--- config.mk ---
export PLATFORM = sky130hd
export DESIGN_NAME = fire_probe_frame_decoder_top
export DESIGN_NICKNAME = d
export VERILOG_FILES = /design/src/rtl/fpfd_pkg.sv /design/src/rtl/fire_probe_frame_decoder_top.sv
export VERILOG_INCLUDE_DIRS = /design/src /design/src/rtl
export SDC_FILE = /design/constraint.sdc
export NUM_CORES = 1
export LEC_CHECK = 0
export ABC_AREA = 0
export BUFFER_PORTS_ARGS = -buffer_cell sky130_fd_sc_hd__buf_2
export CORE_ASPECT_RATIO = 0.75
export CORE_MARGIN = 2
export CORE_UTILIZATION = 30
export DETAILED_ROUTE_END_ITERATION = 10
export GPL_ROUTABILITY_DRIVEN = 0
export GPL_TIMING_DRIVEN = 0
export PLACE_DENSITY_LB_ADDON = 0.12
export SYNTH_ARGS = -nofsm -noshare
export SYNTH_HDL_FRONTEND = slang
export SYNTH_SLANG_ARGS = --single-unit
--- constraint.sdc ---
create_clock -name aclk -period 4.2 [get_ports aclk]
set_clock_uncertainty 0.15 [all_clocks]
set_input_delay 0.21 -clock aclk [delete_from_list [all_inputs] [get_ports aclk]]
set_output_delay 0.21 -clock aclk [all_outputs]
set_load 0.005 [all_outputs]
--- src/rtl/assert_macros.svh ---
// Assertion helpers, clocked on aclk and quiet during reset.
`ifndef ASSERT_MACROS_SVH
`define ASSERT_MACROS_SVH

`define FPFD_ASSERT(lbl, expr, msg) \
    lbl: assert property (@(posedge aclk) disable iff (!aresetn) (expr)) else $error(msg);

`define FPFD_ASSERT_NEXT(lbl, ante, cons, msg) \
    lbl: assert property (@(posedge aclk) disable iff (!aresetn) (ante) |=> (cons)) else $error(msg);

`endif

--- src/rtl/fpfd_pkg.sv ---
package fpfd_pkg;

    localparam int FRAME_BYTES  = 42;
    localparam int NUM_CHANNELS = 15;
    localparam int NUM_CARS     = 2;
    localparam int SUM_BYTES    = 41;
    localparam int NUM_PROBES   = 4;
    localparam int FIFO_DEPTH   = 4;
    localparam int FIFO_AW      = $clog2(FIFO_DEPTH);

    localparam logic [7:0] HDR_BYTE   = 8'hAA;
    localparam logic [7:0] LEN_CODE   = 8'h2A;
    localparam logic [7:0] TYPE_MASK  = 8'h07;
    localparam logic [7:0] STATE_MASK = 8'h38;
    localparam logic [4:0] COUNT_MAX  = 5'd31;

    localparam logic REG_CHANNEL_MAP = 1'b0;
    localparam logic REG_TIMEOUT     = 1'b1;

    typedef enum logic [3:0] {
        EV_BAD_HEADER   = 4'd0,
        EV_BAD_LENGTH   = 4'd1,
        EV_BAD_CHECKSUM = 4'd2,
        EV_NOT_FIRE     = 4'd3,
        EV_BUS_OPEN     = 4'd4,
        EV_BUS_SHORT    = 4'd5,
        EV_BUS_OTHER    = 4'd6,
        EV_PROBES       = 4'd7,
        EV_TIMEOUT      = 4'd8
    } event_t;

    typedef enum logic [1:0] {
        ALM_NEVER   = 2'd0,
        ALM_ACTIVE  = 2'd1,
        ALM_CLEARED = 2'd2
    } alarm_t;

    typedef struct packed {
        event_t        event_res;
        logic          event_car;
        logic [11:0]   probe_types;
        logic [11:0]   probe_states;
        logic [3:0]    alarm_probes;
        alarm_t        alarm_flag;
        logic [NUM_CHANNELS-1:0] channel_alarms;
        logic          last;
    } result_t;

endpackage

--- src/rtl/fire_probe_frame_decoder_top.sv ---
// Fire-detector frame decoder, cars A and B.
// Input channel (s_*): one item per frame byte (s_func 0) or one-second
// tick (s_func 1). s_frame_start marks byte 0 of a 42-byte frame.
// Result channel (m_*): one item on the last byte of each frame, up to two
// items (one per silent car) on a tick; m_last marks the final result of
// an input item.
// Config port: cfg_we/cfg_index/cfg_wdata, index 0 probe channel map,
// index 1 timeout seconds; write only while no item is in flight.
// Throughput: one input item per cycle while the result queue has room for two
// results; each item is decoded from the input register into a 4-entry result queue.
// An item is held in the input register and its results are written to
// the result queue, which drives m_valid and the m_* outputs.
// s_ready drops while an item waits in the input register and the queue
// holds more than two results, i.e. when the receiver stalls the queue
// fills and the input side then stalls.
// Reset (aresetn low, synchronous) closes any open frame, clears alarm
// flag, channel mask, silence counters and the result queue, and loads
// channel map 0 and timeout 15.
module fire_probe_frame_decoder_top
    import fpfd_pkg::*;
(
    input  logic                    aclk,
    input  logic                    aresetn,
    input  logic                    s_valid,
    output logic                    s_ready,
    input  logic                    s_func,
    input  logic                    s_car,
    input  logic [7:0]              s_data_byte,
    input  logic                    s_frame_start,
    output logic                    m_valid,
    input  logic                    m_ready,
    output logic [3:0]              m_event_res,
    output logic                    m_event_car,
    output logic [11:0]             m_probe_types,
    output logic [11:0]             m_probe_states,
    output logic [3:0]              m_alarm_probes,
    output logic [1:0]              m_alarm_flag,
    output logic [NUM_CHANNELS-1:0] m_channel_alarms,
    output logic                    m_last,
    input  logic                    cfg_we,
    input  logic                    cfg_index,
    input  logic [15:0]             cfg_wdata
);

    `include "assert_macros.svh"

    // config
    logic [15:0] chan_map_reg;
    logic [4:0]  timeout_reg;

    // input register
    logic       in_valid_reg;
    logic       in_func_reg, in_car_reg, in_fs_reg;
    logic [7:0] in_byte_reg;

    // frame state
    logic [5:0] byte_idx_reg, byte_idx_next;
    logic       frame_active_reg, frame_active_next;
    logic       frame_car_reg, frame_car_next;
    logic [7:0] sum_reg, sum_next;
    logic       hdr_good_reg, hdr_good_next;
    logic       len_good_reg, len_good_next;
    logic [7:0] msg_type_reg, msg_type_next;
    logic [7:0] bus_code_reg, bus_code_next;
    logic [7:0] probe_reg [NUM_PROBES];
    logic       probe_we;
    logic [1:0] probe_wa;
    alarm_t     alarm_reg, alarm_next;
    logic [NUM_CHANNELS-1:0] mask_reg, mask_next;
    logic [4:0] silence_reg [NUM_CARS];
    logic [4:0] silence_next [NUM_CARS];

    // result queue
    result_t              fifo_mem [FIFO_DEPTH];
    logic [FIFO_AW-1:0]   wr_ptr_reg, rd_ptr_reg;
    logic [FIFO_AW:0]     cnt_reg;
    result_t              res0, res1;
    logic [1:0]           n_push;
    logic                 proc, pop, finish;

    assign proc    = in_valid_reg && (cnt_reg <= (FIFO_AW+1)'(FIFO_DEPTH - 2));
    assign s_ready = !in_valid_reg || proc;
    assign m_valid = (cnt_reg != '0);
    assign pop     = m_valid && m_ready;

    always_comb begin
        logic       eff_active, eff_hg, eff_lg, eff_car;
        logic [5:0] idx, idx_m6;
        logic [7:0] eff_sum, b;
        logic [2:0] t, s, tc, sc;
        logic [3:0] ch;
        logic [11:0] types, states;
        logic [3:0] alarms;
        logic [NUM_CHANNELS-1:0] set_mask;
        event_t     ev;

        byte_idx_next     = byte_idx_reg;
        frame_active_next = frame_active_reg;
        frame_car_next    = frame_car_reg;
        sum_next          = sum_reg;
        hdr_good_next     = hdr_good_reg;
        len_good_next     = len_good_reg;
        msg_type_next     = msg_type_reg;
        bus_code_next     = bus_code_reg;
        alarm_next        = alarm_reg;
        mask_next         = mask_reg;
        for (int c = 0; c < NUM_CARS; c++) begin
            silence_next[c] = silence_reg[c];
        end
        probe_we = 1'b0;
        probe_wa = '0;
        finish   = 1'b0;
        res0     = '0;
        res1     = '0;
        n_push   = 2'd0;
        types    = '0;
        states   = '0;
        alarms   = '0;
        set_mask = '0;
        ev       = EV_PROBES;
        b        = in_byte_reg;
        t        = '0;
        s        = '0;
        tc       = '0;
        sc       = '0;
        ch       = '0;

        eff_active = in_fs_reg ? (32'(in_car_reg) < NUM_CARS) : frame_active_reg;
        eff_car    = in_fs_reg ? in_car_reg : frame_car_reg;
        idx        = in_fs_reg ? 6'd0 : byte_idx_reg;
        eff_sum    = in_fs_reg ? 8'd0 : sum_reg;
        eff_hg     = in_fs_reg ? 1'b1 : hdr_good_reg;
        eff_lg     = in_fs_reg ? 1'b1 : len_good_reg;
        idx_m6     = idx - 6'd6;

        if (in_func_reg) begin
            for (int c = 0; c < NUM_CARS; c++) begin
                if (silence_reg[c] > timeout_reg) begin
                    if (n_push == 2'd0) begin
                        res0.event_res      = EV_TIMEOUT;
                        res0.event_car      = 1'(c);
                        res0.alarm_flag     = alarm_reg;
                        res0.channel_alarms = mask_reg;
                    end else begin
                        res1.event_res      = EV_TIMEOUT;
                        res1.event_car      = 1'(c);
                        res1.alarm_flag     = alarm_reg;
                        res1.channel_alarms = mask_reg;
                    end
                    n_push = n_push + 2'd1;
                    silence_next[c] = 5'd0;
                end
                if (silence_next[c] < COUNT_MAX) begin
                    silence_next[c] = silence_next[c] + 5'd1;
                end
            end
            if (n_push == 2'd1) res0.last = 1'b1;
            if (n_push == 2'd2) res1.last = 1'b1;
        end else begin
            frame_active_next = eff_active;
            if (in_fs_reg) begin
                frame_car_next = in_car_reg;
                byte_idx_next  = 6'd0;
                sum_next       = 8'd0;
                hdr_good_next  = 1'b1;
                len_good_next  = 1'b1;
            end
            if (eff_active) begin
                if ((idx == 6'd0 || idx == 6'd1) && b != HDR_BYTE) hdr_good_next = 1'b0;
                if (idx == 6'd2 && b != LEN_CODE) len_good_next = 1'b0;
                if (idx == 6'd3 && b != 8'd0) len_good_next = 1'b0;
                if (idx == 6'd4) msg_type_next = b;
                if (idx == 6'd5) bus_code_next = b;
                if (idx >= 6'd6 && idx <= 6'd9) begin
                    probe_we = 1'b1;
                    probe_wa = idx_m6[1:0];
                end
                if (idx < 6'(SUM_BYTES)) sum_next = eff_sum + b;
                else sum_next = eff_sum;

                if (idx >= 6'(FRAME_BYTES - 1)) begin
                    finish            = 1'b1;
                    frame_active_next = 1'b0;
                    byte_idx_next     = 6'd0;
                    if (!eff_hg) begin
                        ev = EV_BAD_HEADER;
                    end else begin
                        silence_next[eff_car] = 5'd0;
                        if (!eff_lg) ev = EV_BAD_LENGTH;
                        else if (eff_sum != b) ev = EV_BAD_CHECKSUM;
                        else if (msg_type_reg != 8'd1) ev = EV_NOT_FIRE;
                        else if (bus_code_reg == 8'd1) ev = EV_BUS_OPEN;
                        else if (bus_code_reg == 8'd2) ev = EV_BUS_SHORT;
                        else if (bus_code_reg != 8'd0) ev = EV_BUS_OTHER;
                        else ev = EV_PROBES;
                    end
                    if (ev == EV_PROBES) begin
                        for (int p = 0; p < NUM_PROBES; p++) begin
                            t = 3'(probe_reg[p] & TYPE_MASK);
                            s = 3'((probe_reg[p] & STATE_MASK) >> 3);
                            case (t)
                                3'd0:       tc = 3'd0;
                                3'd1, 3'd5: tc = 3'd1;
                                3'd2:       tc = 3'd2;
                                3'd3, 3'd4: tc = 3'd3;
                                default:    tc = 3'd4;
                            endcase
                            if (t == 3'd0) sc = 3'd6;
                            else if (s <= 3'd4) sc = s;
                            else sc = 3'd5;
                            if (sc == 3'd4) begin
                                alarms[p] = 1'b1;
                                ch = chan_map_reg[4*p +: 4];
                                for (int j = 0; j < NUM_CHANNELS; j++) begin
                                    if (32'(ch) == j + 1) set_mask[j] = 1'b1;
                                end
                            end
                            types[3*p +: 3]  = tc;
                            states[3*p +: 3] = sc;
                        end
                        if (alarms != 4'd0) begin
                            alarm_next = ALM_ACTIVE;
                            mask_next  = mask_reg | set_mask;
                        end else begin
                            mask_next = '0;
                            if (alarm_reg == ALM_ACTIVE) alarm_next = ALM_CLEARED;
                        end
                    end
                    res0.event_res      = ev;
                    res0.event_car      = eff_car;
                    res0.probe_types    = types;
                    res0.probe_states   = states;
                    res0.alarm_probes   = alarms;
                    res0.alarm_flag     = alarm_next;
                    res0.channel_alarms = mask_next;
                    res0.last           = 1'b1;
                    n_push              = 2'd1;
                end else begin
                    byte_idx_next = idx + 6'd1;
                end
            end
        end
    end

    always_ff @(posedge aclk) begin
        if (!aresetn) begin
            chan_map_reg <= 16'd0;
            timeout_reg  <= 5'd15;
        end else if (cfg_we) begin
            case (cfg_index)
                REG_CHANNEL_MAP: chan_map_reg <= cfg_wdata;
                REG_TIMEOUT:     timeout_reg  <= cfg_wdata[4:0];
                default:         ;
            endcase
        end
    end

    always_ff @(posedge aclk) begin
        if (!aresetn) begin
            in_valid_reg <= 1'b0;
        end else if (s_ready) begin
            in_valid_reg <= s_valid;
        end
    end

    always_ff @(posedge aclk) begin
        if (s_valid && s_ready) begin
            in_func_reg <= s_func;
            in_car_reg  <= s_car;
            in_byte_reg <= s_data_byte;
            in_fs_reg   <= s_frame_start;
        end
        if (proc && probe_we) begin
            probe_reg[probe_wa] <= in_byte_reg;
        end
        if (proc && n_push != 2'd0) begin
            fifo_mem[wr_ptr_reg] <= res0;
        end
        if (proc && n_push == 2'd2) begin
            fifo_mem[wr_ptr_reg + FIFO_AW'(1)] <= res1;
        end
    end

    always_ff @(posedge aclk) begin
        if (!aresetn) begin
            byte_idx_reg     <= '0;
            frame_active_reg <= 1'b0;
            frame_car_reg    <= 1'b0;
            sum_reg          <= '0;
            hdr_good_reg     <= 1'b0;
            len_good_reg     <= 1'b0;
            msg_type_reg     <= '0;
            bus_code_reg     <= '0;
            alarm_reg        <= ALM_NEVER;
            mask_reg         <= '0;
            for (int c = 0; c < NUM_CARS; c++) begin
                silence_reg[c] <= '0;
            end
        end else if (proc) begin
            byte_idx_reg     <= byte_idx_next;
            frame_active_reg <= frame_active_next;
            frame_car_reg    <= frame_car_next;
            sum_reg          <= sum_next;
            hdr_good_reg     <= hdr_good_next;
            len_good_reg     <= len_good_next;
            msg_type_reg     <= msg_type_next;
            bus_code_reg     <= bus_code_next;
            alarm_reg        <= alarm_next;
            mask_reg         <= mask_next;
            for (int c = 0; c < NUM_CARS; c++) begin
                silence_reg[c] <= silence_next[c];
            end
        end
    end

    always_ff @(posedge aclk) begin
        if (!aresetn) begin
            wr_ptr_reg <= '0;
            rd_ptr_reg <= '0;
            cnt_reg    <= '0;
        end else begin
            if (proc) wr_ptr_reg <= wr_ptr_reg + FIFO_AW'(n_push);
            if (pop)  rd_ptr_reg <= rd_ptr_reg + FIFO_AW'(1);
            cnt_reg <= cnt_reg + (FIFO_AW+1)'(proc ? n_push : 2'd0)
                     - (FIFO_AW+1)'(pop);
        end
    end

    assign m_event_res      = fifo_mem[rd_ptr_reg].event_res;
    assign m_event_car      = fifo_mem[rd_ptr_reg].event_car;
    assign m_probe_types    = fifo_mem[rd_ptr_reg].probe_types;
    assign m_probe_states   = fifo_mem[rd_ptr_reg].probe_states;
    assign m_alarm_probes   = fifo_mem[rd_ptr_reg].alarm_probes;
    assign m_alarm_flag     = fifo_mem[rd_ptr_reg].alarm_flag;
    assign m_channel_alarms = fifo_mem[rd_ptr_reg].channel_alarms;
    assign m_last           = fifo_mem[rd_ptr_reg].last;

    `FPFD_ASSERT(a_queue_bound, cnt_reg <= (FIFO_AW+1)'(FIFO_DEPTH), "result queue overflow")
    `FPFD_ASSERT_NEXT(a_frame_closes, proc && finish, !frame_active_reg, "frame left open")
    `FPFD_ASSERT(a_frame_last, !m_valid || m_event_res == EV_TIMEOUT || m_last, "frame result not last")
    `FPFD_ASSERT_NEXT(a_no_push_full, cnt_reg > (FIFO_AW+1)'(FIFO_DEPTH - 2) && !pop, cnt_reg == $past(cnt_reg), "push into full queue")

endmodule

==> results of run 1 <==
[Yosys cell counts, drive strengths merged, types with 7 or more instances]
cell type,instances
nand2,256
dfxtp,206
edfxtp,125
o21ai,110
a21oi,93
nor2,70
clkbuf,63
inv,51
mux4,51
o2bb2ai,43
nand3,40
nor2b,40
nor3,39
ha,31
buf,29
a21boi,27
nand4,27
mux2i,26
and2,22
and3,19
nor4,18
nand2b,17
o221ai,15
o22ai,14
or3,12
and4,10
nor3b,10
o21a,10
a22o,9
xnor2,7
[worst reg2reg max path, delay by kind of cell, from the launching register on]
family | cells | cell delay (ps)
fa+ha+maj | 2 | 650
compound gates | 1 | 170
flops | 1 | 470
buf+inv | 5 | 980
simple gates | 6 | 1290
[power by group]
group / switching (mW) / internal, mW / total [mW]
Clock: 1.38 / 1.97 / 3.35
Combinational: 0.657 / 0.503 / 1.16
Sequential: 0.0908 / 3.41 / 3.50
[kinds of logic (layout without fill, tap and decap cells)]
| logic type | count (synthesis) | count (layout) | synth area share |
|---|---|---|---|
| adders and majority gates | 33 | 33 | 0.0268 |
| muxes | 78 | 78 | 0.0889 |
| xor gates and xnor gates | 11 | 11 | 0.00603 |
| DFF | 331 | 331 | 0.493 |
| and+or+nand+nor | 602 | 602 | 0.191 |
| other | 0 | 1 | 0 |
| buffers and inverters | 145 | 378 | 0.0397 |
| AOI/OAI and AO/OA | 376 | 376 | 0.154 |
[routing by layer]
layer,routed length [um],GRT usage,up-vias
li1,-,-,6249
met1,25800,0.278,6363
met2,22700,0.286,335
met3,3080,0.0394,62
met4,1270,0.0582,0
met5,0,0,-
[final cells by class]
type / count / area [um^2]
multi-input combinational: 1100 / 7710
clock inverter: 14 / 139
buffer: 89 / 513
clock buffer: 55 / 1110
timing repair buffer: 163 / 1160
inverter: 53 / 214
tap: 712 / 891
fill: 5361 / 33100
timing repair inverter: 4 / 30.0
sequential: 331 / 7880
antenna: 1 / 2.50
[path summary, 6_finish.rpt]
| path | start | to | slack (ps) | cells after the start |
|---|---|---|---|---|
| worst max-delay path | silence_reg[0][9] | fifo_mem[1][5] | 180 | 14 |
| worst min-delay path | m_ready | rd_ptr_reg[0] | 140 | 4 |
| worst max register to register | silence_reg[0][9] | fifo_mem[1][5] | 180 | 14 |
| worst min register to register | fifo_mem[1][38] | fifo_mem[1][38] | 300 | 2 |
[repair_timing]
action / CTS / global route
gates resized for setup: 71 / 32
setup endpoints to repair: 304 / 142
hold buffers: 38 / 0
hold endpoints to repair: 33 / 0
pin swaps: 5 / 7
setup buffers: 24 / 14
cloned: 4 / 1
[metrics by stage]
stage | cell area (um^2) | cells | TNS (ps) | power (mW)
floorplan | 16000 | 1576 | 0 | 4.24
CTS | 19400 | 2508 | -28.7 | 8.08
global route | 19600 | 2521 | -50.6 | 8.35
detailed placement | 17300 | 2374 | -285680 | 4.65
global placement | 17300 | 2372 | -320180 | 4.64
finish | 19700 | 2522 | 0 | 8.01
==> run summary, run 1 <==
Number of antenna violations at the first check in global routing: 1. The run gives 37200 um as the half-perimeter wire length after detailed placement. The clock slew at the register clock pins of the worst setup and hold paths works out to 50 ps.

The number of synthesized register bits is 331, and the post-synthesis cell count is 1576. The Yosys step of the flow raised 0 warnings. Port buffering added 84 buffers.

In this run the remaining antenna-violating nets after routing total 0. The flow ran to the end, and the final reports show no timing, DRC or antenna violations. The netlist uses 77 different library cells. At the later pin of the worst-skew pair, clock insertion delay measures 550 ps.

Maximum clock frequency: 248 MHz. The final hold violation count is 0, and the minimum clock period after layout is 4020 ps. Setup repair after global routing could not meet its margin everywhere. The logs give 86 for the I/O pin count and 12800 for the via count of the first global-routing pass.

The tools report the core area as 52800 um^2. In the layout the commonest cells are 256 x nand2_1, 206 x dfxtp_1, 125 x edfxtp_1. Walking the worst path, the cells encountered are ha_1, and3_1, and3_1, a21oi_1, clkbuf_4, ha_1, and3b_1, nand3_4, nor3_4, buf_4, nor2_4, clkbuf_8, clkinvlp_4, buf_4. TritonCTS built the clock tree. Worst vdd rail ir drop: 0.234 mV. In this run, synthesis inferred 125 flip-flops with an integrated enable.

The worst setup path is launched from a flip-flop. Across all hold checks on the routed design, the worst slack comes to 141 ps. CTS built an H-tree with a depth of 2.

Among all stages on the critical path, the largest delay is contributed by edfxtp_1. The first global-routing pass estimated 80000 um of wire. Leaving out fill and tap cells, the most frequent cell in the layout is nand2_1. The type of the tightest min-delay check is in2reg.

The proportion of netlist area held by the largest area contributor works out to 0.258. The die covers 55100 um^2. The number of placement rows is 73, and the starting density of the core is 0.302.

The via-per-instance ratio works out to 5.16. The worst slack at placement is -1770 ps. STA classifies the critical path endpoint as a flip-flop. The most used flip-flop cell after synthesis is dfxtp_1. In this run the power density over the cells is 408 nW/um^2. The fraction of final layout cells sized beyond drive strength 1 works out to 0.184. The fraction of registers with async set or reset after synthesis is 0, and the portion of the post-synthesis area used by sequential elements is 0.493.

Total overflow reported by the global router: 0. The critical path's top delay family was simple AND/OR/NAND/NOR gates. Clock tree synthesis found a total of 331 sinks.

From bottom edge to top edge, the die measures 204 um. Entering global routing, the biggest net connects 14 pins. The cell area after technology mapping was 16000 um^2. The tools report the detailed-route wire length as 52800 um. The share of the cycle needed by the critical path after routing works out to 0.958. The worst stage delay on the critical path came out at 470 ps. In the final routed layout, each cell accounts on average for 20.9 um. Kind of critical path: reg2reg.

In this run the static leakage power is 6.83 nW. The number of max-slew violations in the final report is 0, and the worst slew margin relative to its limit is 0.116. The number of nets in the synthesized netlist is 1642. In this run the clock root is driven by a clkbuf_16. The final setup violation count was 0; the post-layout net count was 1846. Relative to the synthesized area, the layout overhead comes to 23.1%. For the number of detailed-routing iterations run before antenna repair, the log shows 5. After synthesis, the cell types taking the most area are dfxtp_1 26%, edfxtp_1 24%, mux4_2 7.2%. Measured along the x axis, the die boundary spans 270 um. For this run, design rule violations remaining after detail routing come to 0. Critical path required time: 4290 ps.

For this block, the initial DRC count from the detailed router was 855. Overall global routing resource usage: 0.192. Of all nets on the critical path, the largest fanout is 11. The number of clock buffers added by TritonCTS is 38. For the signal arrival time at the worst endpoint, the log shows 4110 ps. Measured slew at the worst slew-check pin: 1320 ps. In this run the mean area of a mapped cell was 10.1 um^2. The synthesized design spends more area on one cell type than any other, namely dfxtp_1.

The register with the most flip-flops in the layout has 204 of them. Core occupancy in the finished layout: 0.372. In the post-route analysis, the smallest setup slack over all paths is 175 ps.

The tools report the deepest clock path buffer count as 3. Summing over every cut layer, the via total after detailed routing is 13000. The critical path contains buffers and inverters numbering 5 combined. Max-cap violations in this run came to 0.
No activity file was read; power rests on OpenSTA's default activity.
==> run 2, diff against run 1 <==
CTS_BUF_LIST = sky130_fd_sc_hd__clkbuf_8   (was default)
==> run 2 against run 1 <==
Register-to-register slack worse by 70 ps. First-iteration DRC count rose by 6.0%. Core utilization is essentially flat. Total power down 4.6%. Wire length increased by 1.8%.
==> run summary, run 2 (synthesized netlist as in run 1, its figures left out) <==
The via count of the first global-routing pass was 13000 (+1.1%). The buffer cell driving the clock tree root was clkbuf_8. The core area was 52800 um^2 (unchanged). TritonCTS built the clock tree. The tools report the final setup violation count as 0 (unchanged). Count of input and output buffers: 84 (unchanged). The tools report the number of max-cap violations as 0 (unchanged).

The worst hold path belongs to the class in2reg. The most numerous cell type found on the critical path is buf_6. The overall global routing resource usage was 0.194 (+0.00241); the total overflow reported by the global router was 0 (unchanged). Total number of vias: 13200 (+1.7%). The run gives 55100 um^2 (unchanged) as the die footprint. The number of placement rows came out at 73 (unchanged).

The floorplan die width was 270 um (unchanged). The worst stage delay on the critical path came out at 660 ps (+190 ps). The flip-flop count of the largest register, all copies and words added was 204 (unchanged). The via-per-instance ratio is 5.16 (about the same), and the total area of sequential cells is 7880 um^2 (unchanged). In this run the worst setup path begins at in_fs_reg.

The slowest stage of the critical path belongs to the cell o31ai_2. Measured slew at the worst slew-check pin: 1400 ps (+77.0 ps). The fill cell instance count of the final layout is 5381 (+0.37%). The run gives 0.302 (unchanged) as the starting density of the core.

The number of detailed-routing iterations run before antenna repair is 5 (unchanged). STA classifies the critical path startpoint as a flip-flop. The area growth from synthesis to final layout is 23.1% (about the same).

The critical path required time is 4550 ps (+260 ps). The tools report the summed area of non-filler cells in the final layout as 19700 um^2 (about the same). In this run the critical register-to-register path is launched from in_fs_reg. Traced cell by cell, the critical path runs through buf_6, clkbuf_4, nand2b_2, inv_1, ha_1, nor4b_4, o31ai_2, and3_1, buf_2, nand3_1, o211ai_4, buf_6, o2bb2ai_1.

The run finished with clean final reports. Final hold violation count: 0 (unchanged). The total chip power is 7.64 mW (-4.6%), and the maximum clock frequency is 244 MHz (-1.8%). In the layout the commonest cells are 256 x nand2_1, 206 x dfxtp_1, 125 x edfxtp_1. The beginning of the worst hold path is s_data_byte[4]. The signal arrival time at the worst endpoint came out at 4450 ps (+340 ps). For the total clock sinks, the log shows 331 (unchanged). The vertical die dimension came out at 204 um (unchanged). The run gives 37200 um (unchanged) as the half-perimeter wire length after detailed placement. The starting DRC count in detailed routing came out at 906 (+6.0%). The post-route antenna net violation count is 0 (unchanged), and the number of max-slew violations in the final report is 0 (unchanged). The post-layout net count came out at 1873 (+1.5%). The worst vdd rail ir drop is 0.200 mV (-14%). Clock slew at the register clock pins of the worst setup and hold paths: 60 ps (about the same). The worst setup path is captured at a flip-flop. On the critical path the largest part of the delay comes from buffers and inverters. The logs give 2 (unchanged) for the count of H-tree levels built during CTS and 0.0642 (-0.0514) for the worst slew margin relative to its limit. Deepest clock path buffer count: 3 (unchanged).

The library cell used most frequently in the layout, excluding fill and tap cells, is nand2_1. The kind of critical path is reg2reg. For the multi-input gate area in the final layout, the log shows 7740 um^2 (+0.37%). For the pin count of the biggest net entering global routing, the log shows 17 (+3).

The total power divided by cell area came out at 389 nW/um^2 (-4.6%). Setup repair after global routing could not meet its margin everywhere. The I/O pin count was 86 (unchanged).

The logs give 80900 um (+1.1%) for the wire length of the first global-routing pass and 1 (unchanged) for the number of antenna violations at the first check in global routing. The per-cell routed wire length works out to 21.0 um (about the same). The tools report the leakage component of the power as 6.92 nW (+1.3%). The combined buffer and inverter count along the critical path was 5 (unchanged). The fraction of final layout cells sized beyond drive strength 1 works out to 0.192 (+0.00804).

The number of remaining DRC errors was 0 (unchanged); the detailed-route wire length was 53800 um (+1.8%). The cell area after placement was 17300 um^2 (unchanged); the worst-skew pair later-pin latency was 650 ps (+100 ps). The run gives 56 (+47%) as the number of buffers inserted during clock tree synthesis. The highest net fanout along the worst path is 10 (-1), and the minimum clock period after layout is 4100 ps (+72.8 ps). The share of the cycle needed by the critical path after routing came out at 0.976 (+0.0173).
## run 2: worst paths after layout
kind,cells past startpoint,slack [ps],endpoint
min,2,120,in_byte_reg[4]
max reg2reg,13,100,fifo_mem[0][7]
min reg2reg,2,300,fifo_mem[1][37]
max,13,100,fifo_mem[0][7]
## run 2: where the power goes
| group | switching [mW] | leakage [nW] | total, mW | internal (mW) |
|---|---|---|---|---|
| registers | 0.0907 | 2.79 | 3.50 | 3.41 |
| logic | 0.663 | 3.45 | 1.17 | 0.503 |
| clock network | 1.40 | 0.684 | 2.98 | 1.58 |
| total | 2.15 | 6.92 | 7.64 | 5.49 |
## run 2: final cells by class
class / instances / share of cell area
Multi-Input combinational cell: 1100 / 0.394
Buffer: 91 / 0.0262
Antenna cell: 1 / 0.000127
Clock buffer: 74 / 0.0518
Sequential cell: 331 / 0.401
Clock inverter: 30 / 0.00719
Timing Repair Buffer: 170 / 0.0624
Inverter: 53 / 0.0109
Timing Repair inverter: 4 / 0.00153
Tap cell: 712 / 0.0453
## run 2: repair_timing
action	CTS	global route
endpoints found under the hold margin	34	0
pin swaps	5	10
setup buffers	26	16
setup endpoints to repair	304	156
gates cloned	4	0
hold buffers	42	0
resized for setup	68	33
## run 2: worst reg2reg max path, cell delays in order (launching register included)
cell,delay [ps]
edfxtp_1,490
buf_6,200
clkbuf_4,190
nand2b_2,260
inv_1,150
ha_1,320
nor4b_4,120
o31ai_2,660
and3_1,280
buf_2,320
nand3_1,220
o211ai_4,230
buf_6,210
o2bb2ai_1,150
## run 2: metrics by stage
| stage | std cells | worst slack (ps) | hold WS, ps | utilization | TNS [ps] |
|---|---|---|---|---|---|
| after floorplan | 1576 | 29.9 | 159 | - | 0 |
| after CTS | 2549 | 2.97 | 62.5 | 0.368 | 0 |
| after global routing | 2565 | -55.8 | 93.1 | 0.372 | -222 |
| after detailed placement | 2374 | -1770 | 238 | 0.328 | -285680 |
| after global placement | 2372 | -2240 | 238 | 0.327 | -320180 |
| final | 2566 | 102 | 123 | 0.372 | 0 |
## run 2: metal layers
layer / vias to the layer above / GRT usage / part of all wire
met4: 0 / 0.0620 / 0.027
met1: 6443 / 0.280 / 0.48
met5: - / 0 / 0
met3: 90 / 0.0424 / 0.064
li1: 6304 / - / -
met2: 394 / 0.288 / 0.43
